==> src/design/srdo_pkg.sv <==
package srdo_pkg;

  // field widths
  localparam int unsigned ID_W    = 11;
  localparam int unsigned DATA_W  = 64;
  localparam int unsigned LEN_W   = 4;
  localparam int unsigned STAT_W  = 3;
  localparam int unsigned TIME_W  = 16;
  localparam int unsigned CIDX_W  = 2;
  localparam int unsigned BYTES   = DATA_W / 8;

  // queue depths
  localparam int unsigned QUEUE_DEPTH_DEF = 2;
  localparam int unsigned OUT_DEPTH_DEF   = 2;

  // register indexes
  localparam logic [CIDX_W-1:0] CFG_NORMAL_ID  = 2'd0;
  localparam logic [CIDX_W-1:0] CFG_INVERSE_ID = 2'd1;
  localparam logic [CIDX_W-1:0] CFG_VAL_LIMIT  = 2'd2;
  localparam logic [CIDX_W-1:0] CFG_CYC_LIMIT  = 2'd3;

  // register reset values
  localparam logic [ID_W-1:0]   NORMAL_ID_RST  = 11'h101;
  localparam logic [ID_W-1:0]   INVERSE_ID_RST = 11'h102;
  localparam logic [TIME_W-1:0] VAL_LIMIT_RST  = 16'd100;
  localparam logic [TIME_W-1:0] CYC_LIMIT_RST  = 16'd1100;

  // command codes
  localparam logic CMD_FRAME = 1'b0;
  localparam logic CMD_TICK  = 1'b1;

  // result status codes
  localparam logic [STAT_W-1:0] ST_ACCEPTED = 3'd0;
  localparam logic [STAT_W-1:0] ST_OK       = 3'd1;
  localparam logic [STAT_W-1:0] ST_TIMEOUT  = 3'd2;
  localparam logic [STAT_W-1:0] ST_MISSING  = 3'd3;
  localparam logic [STAT_W-1:0] ST_MISMATCH = 3'd4;
  localparam logic [STAT_W-1:0] ST_CYCLE    = 3'd5;

  localparam logic [LEN_W-1:0]  MAX_LEN = LEN_W'(BYTES);
  localparam logic [TIME_W-1:0] SAT_MAX = '1;

  typedef struct packed {
    logic [ID_W-1:0]   normal_id;
    logic [ID_W-1:0]   inverse_id;
    logic [TIME_W-1:0] val_limit;
    logic [TIME_W-1:0] cyc_limit;
  } cfg_t;

  // classified item between front and back
  typedef struct packed {
    logic              is_tick;
    logic              is_normal;
    logic              is_inverse;
    logic [LEN_W-1:0]  len;
    logic [DATA_W-1:0] data;
  } item_t;

  typedef struct packed {
    logic [STAT_W-1:0] status;
    logic [TIME_W-1:0] elapsed;
  } result_t;

  function automatic logic [TIME_W-1:0] sat_inc(input logic [TIME_W-1:0] v);
    sat_inc = (v == SAT_MAX) ? v : v + TIME_W'(1);
  endfunction

endpackage

==> src/design/srdo_fifo.sv <==
module srdo_fifo #(
  parameter int unsigned WIDTH = 8,
  parameter int unsigned DEPTH = 2
) (
  input  logic             clk,
  input  logic             rst_n,
  input  logic             push,
  input  logic [WIDTH-1:0] wdata,
  output logic             full,
  input  logic             pop,
  output logic [WIDTH-1:0] rdata,
  output logic             empty
);

  localparam int unsigned PW = (DEPTH > 1) ? $clog2(DEPTH) : 1;
  localparam int unsigned CW = $clog2(DEPTH + 1);

  logic [WIDTH-1:0] mem [DEPTH];
  logic [PW-1:0]    wptr_r, wptr_nxt;
  logic [PW-1:0]    rptr_r, rptr_nxt;
  logic [CW-1:0]    count_r, count_nxt;
  logic             do_push, do_pop;

  assign full    = (count_r == CW'(DEPTH));
  assign empty   = (count_r == '0);
  assign do_push = push && !full;
  assign do_pop  = pop && !empty;
  assign rdata   = mem[rptr_r];

  // pointer and fill count update
  always_comb begin
    wptr_nxt  = wptr_r;
    rptr_nxt  = rptr_r;
    count_nxt = count_r;
    if (do_push) begin
      wptr_nxt = (wptr_r == PW'(DEPTH - 1)) ? '0 : wptr_r + PW'(1);
    end
    if (do_pop) begin
      rptr_nxt = (rptr_r == PW'(DEPTH - 1)) ? '0 : rptr_r + PW'(1);
    end
    if (do_push && !do_pop) begin
      count_nxt = count_r + CW'(1);
    end else if (do_pop && !do_push) begin
      count_nxt = count_r - CW'(1);
    end
  end

  always_ff @(posedge clk) begin
    if (!rst_n) begin
      wptr_r  <= '0;
      rptr_r  <= '0;
      count_r <= '0;
    end else begin
      wptr_r  <= wptr_nxt;
      rptr_r  <= rptr_nxt;
      count_r <= count_nxt;
    end
  end

  // storage
  always_ff @(posedge clk) begin
    if (do_push) begin
      mem[wptr_r] <= wdata;
    end
  end

endmodule

==> src/design/srdo_front.sv <==
module srdo_front #(
  parameter int unsigned QUEUE_DEPTH = srdo_pkg::QUEUE_DEPTH_DEF
) (
  input  logic                          clk,
  input  logic                          rst_n,
  input  srdo_pkg::cfg_t                cfg,
  input  logic                          in_push,
  output logic                          in_full,
  input  logic                          in_command,
  input  logic [srdo_pkg::ID_W-1:0]     in_frame_id,
  input  logic [srdo_pkg::DATA_W-1:0]   in_frame_data,
  input  logic [srdo_pkg::LEN_W-1:0]    in_frame_length,
  input  logic                          q_pop,
  output srdo_pkg::item_t               q_item,
  output logic                          q_empty
);
  import srdo_pkg::*;

  item_t            item;
  logic [$bits(item_t)-1:0] q_raw;

  // classify the incoming item against the configured identifiers
  always_comb begin
    item.is_tick    = (in_command == CMD_TICK);
    item.is_normal  = (in_frame_id == cfg.normal_id);
    item.is_inverse = (in_frame_id == cfg.inverse_id);
    item.len        = (in_frame_length > MAX_LEN) ? MAX_LEN : in_frame_length;
    item.data       = in_frame_data;
  end

  // decoupling queue toward the back end
  srdo_fifo #(
    .WIDTH ($bits(item_t)),
    .DEPTH (QUEUE_DEPTH)
  ) u_queue (
    .clk   (clk),
    .rst_n (rst_n),
    .push  (in_push),
    .wdata (item),
    .full  (in_full),
    .pop   (q_pop),
    .rdata (q_raw),
    .empty (q_empty)
  );

  assign q_item = item_t'(q_raw);

endmodule

==> src/design/srdo_back.sv <==
module srdo_back (
  input  logic              clk,
  input  logic              rst_n,
  input  srdo_pkg::cfg_t    cfg,
  input  srdo_pkg::item_t   q_item,
  input  logic              q_empty,
  output logic              q_pop,
  input  logic              res_full,
  output logic              res_push,
  output srdo_pkg::result_t res
);
  import srdo_pkg::*;

  logic              waiting_r, waiting_nxt;
  logic              have_prev_r, have_prev_nxt;
  logic [TIME_W-1:0] val_cnt_r, val_cnt_nxt;
  logic [TIME_W-1:0] cyc_cnt_r, cyc_cnt_nxt;
  logic [DATA_W-1:0] held_data_r;
  logic [LEN_W-1:0]  held_len_r;
  logic              store;
  logic              take;
  logic [TIME_W-1:0] val_inc;
  logic [BYTES-1:0]  byte_ok;
  logic              match;

  // one item per cycle whenever the result queue has room
  assign take  = !q_empty && !res_full;
  assign q_pop = take;
  assign val_inc = sat_inc(val_cnt_r);

  // bytewise complement check over the held length
  always_comb begin
    for (int i = 0; i < BYTES; i++) begin
      byte_ok[i] = (held_data_r[8*i +: 8] == ~q_item.data[8*i +: 8]) ||
                   (LEN_W'(i) >= held_len_r);
    end
    match = &byte_ok;
  end

  // pair validation step
  always_comb begin
    waiting_nxt   = waiting_r;
    have_prev_nxt = have_prev_r;
    val_cnt_nxt   = val_cnt_r;
    cyc_cnt_nxt   = cyc_cnt_r;
    store         = 1'b0;
    res_push      = 1'b0;
    res.status    = ST_ACCEPTED;
    res.elapsed   = '0;
    if (take) begin
      if (q_item.is_tick) begin
        cyc_cnt_nxt = sat_inc(cyc_cnt_r);
        if (waiting_r) begin
          val_cnt_nxt = val_inc;
          if (val_inc >= cfg.val_limit) begin
            waiting_nxt = 1'b0;
            res_push    = 1'b1;
            res.status  = ST_TIMEOUT;
          end
        end
      end else if (!waiting_r) begin
        if (!q_item.is_inverse) begin
          store       = 1'b1;
          val_cnt_nxt = '0;
          waiting_nxt = 1'b1;
          res_push    = 1'b1;
          res.status  = ST_ACCEPTED;
        end
      end else if (q_item.is_normal) begin
        waiting_nxt = 1'b0;
        res_push    = 1'b1;
        res.status  = ST_MISSING;
      end else if (q_item.is_inverse) begin
        waiting_nxt = 1'b0;
        res_push    = 1'b1;
        if (!match) begin
          res.status = ST_MISMATCH;
        end else begin
          res.status    = (have_prev_r && (cyc_cnt_r > cfg.cyc_limit)) ? ST_CYCLE : ST_OK;
          res.elapsed   = have_prev_r ? cyc_cnt_r : '0;
          have_prev_nxt = 1'b1;
          cyc_cnt_nxt   = '0;
        end
      end
    end
  end

  always_ff @(posedge clk) begin
    if (!rst_n) begin
      waiting_r   <= 1'b0;
      have_prev_r <= 1'b0;
      val_cnt_r   <= '0;
      cyc_cnt_r   <= '0;
    end else begin
      waiting_r   <= waiting_nxt;
      have_prev_r <= have_prev_nxt;
      val_cnt_r   <= val_cnt_nxt;
      cyc_cnt_r   <= cyc_cnt_nxt;
    end
  end

  // held normal frame
  always_ff @(posedge clk) begin
    if (store) begin
      held_data_r <= q_item.data;
      held_len_r  <= q_item.len;
    end
  end

`ifndef SYNTH
  // entering the wait always reports the accepted normal frame
  a_wait_entry: assert property (@(posedge clk) disable iff (!rst_n)
    $rose(waiting_r) |-> $past(res_push && res.status == ST_ACCEPTED))
    else $error("wait entered without accepted report");

  // a good pair restarts the cycle counter
  a_cycle_restart: assert property (@(posedge clk) disable iff (!rst_n)
    (res_push && (res.status == ST_OK || res.status == ST_CYCLE)) |=> cyc_cnt_r == '0)
    else $error("cycle counter not restarted after good pair");

  // elapsed time only accompanies a good pair
  a_elapsed_good: assert property (@(posedge clk) disable iff (!rst_n)
    (res_push && res.elapsed != '0) |-> (res.status == ST_OK || res.status == ST_CYCLE))
    else $error("elapsed time on non pair result");

  // results are produced only while an item is taken
  a_push_take: assert property (@(posedge clk) disable iff (!rst_n)
    res_push |-> (take && !res_full))
    else $error("result produced without an item");
`endif

endmodule

==> src/design/srdo_pair_validator_unit.sv <==
// srdo pair validator
// checks pairs of safety data frames: a normal frame followed by its bitwise
// inverted companion. input items are received frames or timer ticks.
// input channel: present an item with in_push; it transfers at a clock edge
// where in_push is high and in_full is low. one item per cycle is taken while in_full is low.
// result channel: the oldest result sits on out_status / out_cycle_elapsed
// while out_empty is low; it transfers when out_pop is high. an item gives
// zero or one result.
// throughput: one item per cycle while the result queue has room, set by the
// combinational evaluation step in the back end reading the held frame registers.
// stalls: when out_pop stays low the result queue fills, the back end stops
// draining the item queue, and in_full rises once that queue is full too.
// configuration: write cfg_index / cfg_data with cfg_we, only while idle.
// reset (rst_n low, synchronous) empties both queues, restores the default
// identifiers and limits, and returns the checker to idle with no prior pair.
module srdo_pair_validator_unit #(
  parameter int unsigned QUEUE_DEPTH = srdo_pkg::QUEUE_DEPTH_DEF,
  parameter int unsigned OUT_DEPTH   = srdo_pkg::OUT_DEPTH_DEF
) (
  input  logic                          clk,
  input  logic                          rst_n,
  input  logic                          cfg_we,
  input  logic [srdo_pkg::CIDX_W-1:0]   cfg_index,
  input  logic [srdo_pkg::TIME_W-1:0]   cfg_data,
  input  logic                          in_push,
  output logic                          in_full,
  input  logic                          in_command,
  input  logic [srdo_pkg::ID_W-1:0]     in_frame_id,
  input  logic [srdo_pkg::DATA_W-1:0]   in_frame_data,
  input  logic [srdo_pkg::LEN_W-1:0]    in_frame_length,
  output logic                          out_empty,
  input  logic                          out_pop,
  output logic [srdo_pkg::STAT_W-1:0]   out_status,
  output logic [srdo_pkg::TIME_W-1:0]   out_cycle_elapsed
);
  import srdo_pkg::*;

  cfg_t    cfg_r;
  item_t   q_item;
  logic    q_empty;
  logic    q_pop;
  logic    res_full;
  logic    res_push;
  result_t res;
  logic [$bits(result_t)-1:0] out_raw;
  result_t out_res;

  // configuration registers
  always_ff @(posedge clk) begin
    if (!rst_n) begin
      cfg_r.normal_id  <= NORMAL_ID_RST;
      cfg_r.inverse_id <= INVERSE_ID_RST;
      cfg_r.val_limit  <= VAL_LIMIT_RST;
      cfg_r.cyc_limit  <= CYC_LIMIT_RST;
    end else if (cfg_we) begin
      unique case (cfg_index)
        CFG_NORMAL_ID:  cfg_r.normal_id  <= cfg_data[ID_W-1:0];
        CFG_INVERSE_ID: cfg_r.inverse_id <= cfg_data[ID_W-1:0];
        CFG_VAL_LIMIT:  cfg_r.val_limit  <= cfg_data;
        CFG_CYC_LIMIT:  cfg_r.cyc_limit  <= cfg_data;
        default: ;
      endcase
    end
  end

  // classify and queue
  srdo_front #(
    .QUEUE_DEPTH (QUEUE_DEPTH)
  ) u_front (
    .clk             (clk),
    .rst_n           (rst_n),
    .cfg             (cfg_r),
    .in_push         (in_push),
    .in_full         (in_full),
    .in_command      (in_command),
    .in_frame_id     (in_frame_id),
    .in_frame_data   (in_frame_data),
    .in_frame_length (in_frame_length),
    .q_pop           (q_pop),
    .q_item          (q_item),
    .q_empty         (q_empty)
  );

  // pair validation
  srdo_back u_back (
    .clk      (clk),
    .rst_n    (rst_n),
    .cfg      (cfg_r),
    .q_item   (q_item),
    .q_empty  (q_empty),
    .q_pop    (q_pop),
    .res_full (res_full),
    .res_push (res_push),
    .res      (res)
  );

  // result queue
  srdo_fifo #(
    .WIDTH ($bits(result_t)),
    .DEPTH (OUT_DEPTH)
  ) u_out_queue (
    .clk   (clk),
    .rst_n (rst_n),
    .push  (res_push),
    .wdata (res),
    .full  (res_full),
    .pop   (out_pop),
    .rdata (out_raw),
    .empty (out_empty)
  );

  assign out_res           = result_t'(out_raw);
  assign out_status        = out_res.status;
  assign out_cycle_elapsed = out_res.elapsed;

endmodule

==> config.mk <==
export PLATFORM = sky130hd
export DESIGN_NAME = srdo_pair_validator_unit
export DESIGN_NICKNAME = d
export VERILOG_FILES = /design/src/design/srdo_pkg.sv /design/src/design/srdo_fifo.sv /design/src/design/srdo_front.sv /design/src/design/srdo_back.sv /design/src/design/srdo_pair_validator_unit.sv
export SDC_FILE = /design/constraint.sdc
export NUM_CORES = 1
export LEC_CHECK = 0
export ABC_AREA = 1
export BUFFER_PORTS_ARGS = -buffer_cell sky130_fd_sc_hd__clkbuf_2
export CORE_MARGIN = 2
export CORE_UTILIZATION = 45
export CTS_BUF_LIST = sky130_fd_sc_hd__clkbuf_2
export DETAILED_ROUTE_END_ITERATION = 7
export GPL_TIMING_DRIVEN = 0
export SYNTH_ARGS = -nofsm -noshare
export SYNTH_HDL_FRONTEND = slang
export SYNTH_SLANG_ARGS = --single-unit
==> constraint.sdc <==
create_clock -name clk -period 9.8 [get_ports clk]
set_input_delay 0.98 -clock clk [delete_from_list [all_inputs] [get_ports clk]]
set_output_delay 0.98 -clock clk [all_outputs]
set_load 0.005 [all_outputs]
==> impl_metrics.csv <==
group,metric,value,unit
power_and_ir_drop,cellInternalPower,2.677,mW
power_and_ir_drop,seqPwrFrac,48.1,%
global_routing,wire_length_of_the_first_global_routing_pass,57500,um
global_routing,first_global_vias,11570,
sta,skew,0.06677,ns
worst_hold_path,hold_class,"input pin to flip-flop",
worst_setup_path,worst_setup_path_start_kind,"flip-flop",
logic_synthesis,yosys.area_share.adder,2.913,%
outcome,run_status,"complete, no violations",
worst_setup_path,timing.rr.start,"u_back.val_cnt_r[0]",
drt,met2RoutedLength,17800,um
logic_synthesis,synth_compound_area_share,6.490,%
logic_synthesis,synth_top_flop_cell,"sky130_fd_sc_hd__edfxtp_1",
floorplan,dieHeight,189.4,um
placed_design,portBuffers,123,
layout,drive_above_1_share,17.84,%
drt,detail_route.first_pass.iterations,6,
drt,antenna_violating_nets_post_route,0,
worst_hold_path,hold-path-cell-count,1,
worst_setup_path,path_max_fanout,4,
logic_synthesis,synth_top_area_share,48.16,%
floorplan,fp.dieArea,35860,um^2
sta,relSlewSlack,39.44,%
logic_synthesis,netlist_top_cells_area,"sky130_fd_sc_hd__edfxtp_1 (48%), sky130_fd_sc_hd__dfxtp_1 (13%), sky130_fd_sc_hd__nand2_1 (11%), sky130_fd_sc_hd__inv_1 (3.6%), sky130_fd_sc_hd__nand3_1 (3.4%)",
logic_synthesis,synthXorXnorAreaFrac,1.756,%
layout,fill_cells,3172,
layout,area_used_by_sequential_logic_in_the_layout,9409,um^2
cts,root_buffer_cell,"sky130_fd_sc_hd__clkbuf_2",
global_routing,grt-ovfl-total,0,
layout,area_delta_synth_final,14.14,%
power_and_ir_drop,power.density_cell_area,235.2,nW/um^2
global_routing,maximum_number_of_pins_on_one_net_before_global_route_repair,30,
sta,layout_setup_ws,5.552,ns
sta,worst_pin_slew,0.9001,ns
drt,via_per_inst,4.953,
logic_synthesis,synthesis.instances,1602,
placed_design,gp_routability_congestion,0.8780,
cts,clock-sinks,346,
logic_synthesis,syn_area,15460,um^2
power_and_ir_drop,irDropWorstVdd,0.0001496,V
power_and_ir_drop,netSwitchingPower,1.473,mW
cts,clock_path_buffers,3,
worst_setup_path,r2r_cells,24,
sta,layout_worst_path_cycle_share,43.34,%
drt,detail_route.iter0.violations,715,
cts,postCtsResizedCells,0,
layout,multi_input_gate_area_in_the_final_layout,5249,um^2
logic_synthesis,synthDistinctLibCells,44,
power_and_ir_drop,pwr-share-clk,23.3,%
floorplan,io_pins,124,
worst_setup_path,critPathRequiredTime,10.59,ns
floorplan,design.core.area,33700,um^2
worst_setup_path,timing.rr.end,"u_out_queue.count_r[1]",
worst_hold_path,hold_path.startpoint,"in_frame_data[40]",
global_routing,grt_util_all_layers,20.57,%
worst_setup_path,end_kind,"flip-flop",
drt,top_signal_layer_used,"met4",
flow_run,maxCapViolations,0,
worst_setup_path,critical-path-top-cell-by-count,"sky130_fd_sc_hd__nand2_1",
logic_synthesis,number_of_warning_messages_in_the_yosys_log,0,
sta,pins_over_slew_limit,0,
placed_design,dp.final_hpwl,26290,um
power_and_ir_drop,total_leakage_power,7.476,nW
drt,route.met3.wl,1896,um
cts,post_cts_repair_timing_setup_buffer_count,0,
worst_setup_path,critical_path_s_slowest_cell,"sky130_fd_sc_hd__dfxtp_1",
logic_synthesis,dominant_combinational_cell_family_by_area_after_synthesis,"simple AND/OR/NAND/NOR gates",
worst_setup_path,path_cells,"ha_1, nand2_1, nor2_1, nand4_1, nor2_1, nand2_1, nor2_1, nor3_1, a21oi_1, ha_1, a21oi_1, o21a_1, nor2_1, o21ai_0, nand4_1, nand2_1, nand2_1, nand2_1, inv_1, ha_1, a21oi_1, o21ai_0, o21ai_0, a21oi_1",
placed_design,dp_worst_setup_slack,5.638,ns
drt,detail_route.wl_per_cell,15.53,um
drt,post-route-drc-count,0,
global_routing,grt_antenna_before_repair,2,
sta,maximum_frequency_from_static_timing_analysis,235.4,MHz
floorplan,fp-row-count,67,
cts,cts_hold_repair.buffers,0,
cts,cts.htree.levels,3,
logic_synthesis,synth_fp_nets,1741,
logic_synthesis,syn_avg_cell_area,9.652,um^2
worst_setup_path,timing.critical_path.slowest_cell_delay,0.42,ns
logic_synthesis,synth_area_leader_cell,"sky130_fd_sc_hd__edfxtp_1",
logic_synthesis,synth_edf_count,248,
sta,hold_violations,0,
layout,finalNetCount,1966,
logic_synthesis,postSynthRegisterBits,346,
cts,tritoncts,"built",
worst_hold_path,timing.hold.worst_endpoint,"u_front.u_queue.mem[1][40]",
sta,timing.final.setup_violations,0,
power_and_ir_drop,power.share.switching,35.48,%
logic_synthesis,synth_simple_gate_area_share,21.23,%
drt,drt-met1-wl,16040,um
cts,clock_pin_slew_on_the_worst_setup_and_hold_paths,0.10,ns
drt,dr_total_vias,11650,
logic_synthesis,asyncSetResetFlopFracSynth,0,%
worst_setup_path,regToRegSetupSlack,5.55,ns
floorplan,start_util,45.88,%
power_and_ir_drop,power.share.combinational,28.6,%
layout,postLayoutCoreUtil,52.37,%
floorplan,die_w,189.4,um
drt,postRouteWirelength,36510,um
sta,grt_setup_unrepaired,"no",
cts,worstSkewPairLatency,0.95,ns
cts,cts_buffers,90,
worst_setup_path,worst_ep_arrival_time,5.03,ns
sta,timing.final.crit_period,4.248,ns
worst_setup_path,worstSetupPathType,"flip-flop to flip-flop",
logic_synthesis,post_synth_mux_area_share,1.384,%
logic_synthesis,yosysSeqAreaShare,60.85,%
==> state kept, by name, indices dropped and copies added, names as in the netlist, named ones only <==
register / cells
u_back.waiting_r: 1
u_out_queue.count_r: 2
u_front.u_queue.count_r: 2
u_out_queue.wptr_r: 1
u_out_queue.rptr_r: 1
u_front.u_queue.wptr_r: 1
u_back.cyc_cnt_r: 16
cfg_r: 54
u_back.held_len_r: 4
u_front.u_queue.rptr_r: 1
u_back.held_data_r: 64
u_out_queue.mem: 38
u_back.val_cnt_r: 16
u_back.have_prev_r: 1
u_front.u_queue.mem: 142
==> stage by stage <==
step	instances	TNS [ns]	cell area, um^2	power, mW	hold slack [ns]
2_1_floorplan	1602	0	15460	2.818	0.4258
3_3_place_gp	2173	-0.09402	16640	3.172	0.4375
3_5_place_dp	2183	0	16830	3.227	0.4426
4_1_cts	2348	0	17640	4.208	0.08482
5_1_grt	2350	0	17650	4.452	0.1349
6_report	2351	0	17650	4.150	0.2173
==> cell usage in the layout, fill, tap and decap left out, drive strengths merged, types with 36 or more instances in the layout <==
master and instances:
nand3 105, dfxtp 98, nor2 127, o21ai 79
nand2 473, edfxtp 248, clkbuf 292, ha 36
inv 152, a21oi 87
==> synth_stat cells (2+ instances only) <==
cell	count
sky130_fd_sc_hd__nand3b_1	20
sky130_fd_sc_hd__a211oi_1	2
sky130_fd_sc_hd__xor2_1	10
sky130_fd_sc_hd__nor3b_1	5
sky130_fd_sc_hd__nor3_1	23
sky130_fd_sc_hd__xnor2_1	21
sky130_fd_sc_hd__buf_2	11
sky130_fd_sc_hd__clkbuf_1	25
sky130_fd_sc_hd__o21ai_1	2
sky130_fd_sc_hd__nand2_1	472
sky130_fd_sc_hd__ha_1	36
sky130_fd_sc_hd__nor4_1	4
sky130_fd_sc_hd__buf_4	6
sky130_fd_sc_hd__inv_1	148
sky130_fd_sc_hd__a31oi_1	3
sky130_fd_sc_hd__nand4_1	16
sky130_fd_sc_hd__or2_2	4
sky130_fd_sc_hd__o211ai_1	10
sky130_fd_sc_hd__buf_6	6
sky130_fd_sc_hd__dfxtp_1	98
sky130_fd_sc_hd__nand3_1	105
sky130_fd_sc_hd__mux2_2	19
sky130_fd_sc_hd__o21ai_0	76
sky130_fd_sc_hd__a21oi_1	87
sky130_fd_sc_hd__nor2_1	127
sky130_fd_sc_hd__edfxtp_1	248
==> worst max path at each step <==
stage | endpoint | slack, ns | startpoint | cells after the start
after floorplan | u_back.val_cnt_r[13] | 3.74 | flip-flop | 11
after global placement | u_back.val_cnt_r[0] | -0.01 | flip-flop | 10
after detailed placement | u_out_queue.count_r[1] | 5.64 | u_back.val_cnt_r[0] | 24
after CTS | u_out_queue.count_r[1] | 5.57 | u_back.val_cnt_r[0] | 24
after global routing | u_out_queue.count_r[1] | 5.20 | u_back.val_cnt_r[0] | 25
final | u_out_queue.count_r[1] | 5.55 | u_back.val_cnt_r[0] | 24
==> power by group through the flow <==
stage	Combinational, mW	Sequential, mW	Clock [mW]
after floorplan	0.813	2.00	0
after global placement	1.12	2.05	0
after detailed placement	1.20	2.03	0
after CTS	1.20	2.00	1.01
after global routing	1.35	2.02	1.08
final	1.19	2.00	0.968
==> cells by family (layout without fill, tap and decap cells) <==
logic type | after synthesis | after routing
simple gates | 783 | 783
flops | 346 | 346
fa+ha+maj | 36 | 36
other cells | 0 | 3
buf+inv | 199 | 497
mux | 19 | 19
compound gates | 188 | 188
xor+xnor | 31 | 31
==> critical path: cells and delay by family, from the launching register on <==
family | cells | cell delay [ns]
AND/OR/NAND/NOR | 12 | 1.67
AO/OA/AOI/OAI | 8 | 1.19
adder cells (fa/ha/maj) | 3 | 0.79
flip-flops | 1 | 0.42
buffers and inverters | 1 | 0.07
==> area by class of cell <==
cell class,count,share of cell area [%]
Sequential cell,346,53.31
Antenna cell,3,0.04254
Clock inverter,21,0.5034
Buffer,49,1.503
Clock buffer,144,4.084
Tap cell,448,3.176
Multi-Input combinational cell,1057,29.74
Timing Repair Buffer,133,4.431
Inverter,150,3.205
==> metal layers <==
layer  vias to the layer above  GRT usage (%)
met5                         -              0
met4                         0          8.378
met3                        53          4.374
met2                       301          35.22
met1                      5359          25.34
li1                       5932              -
Power figures use the tool's default switching activity.
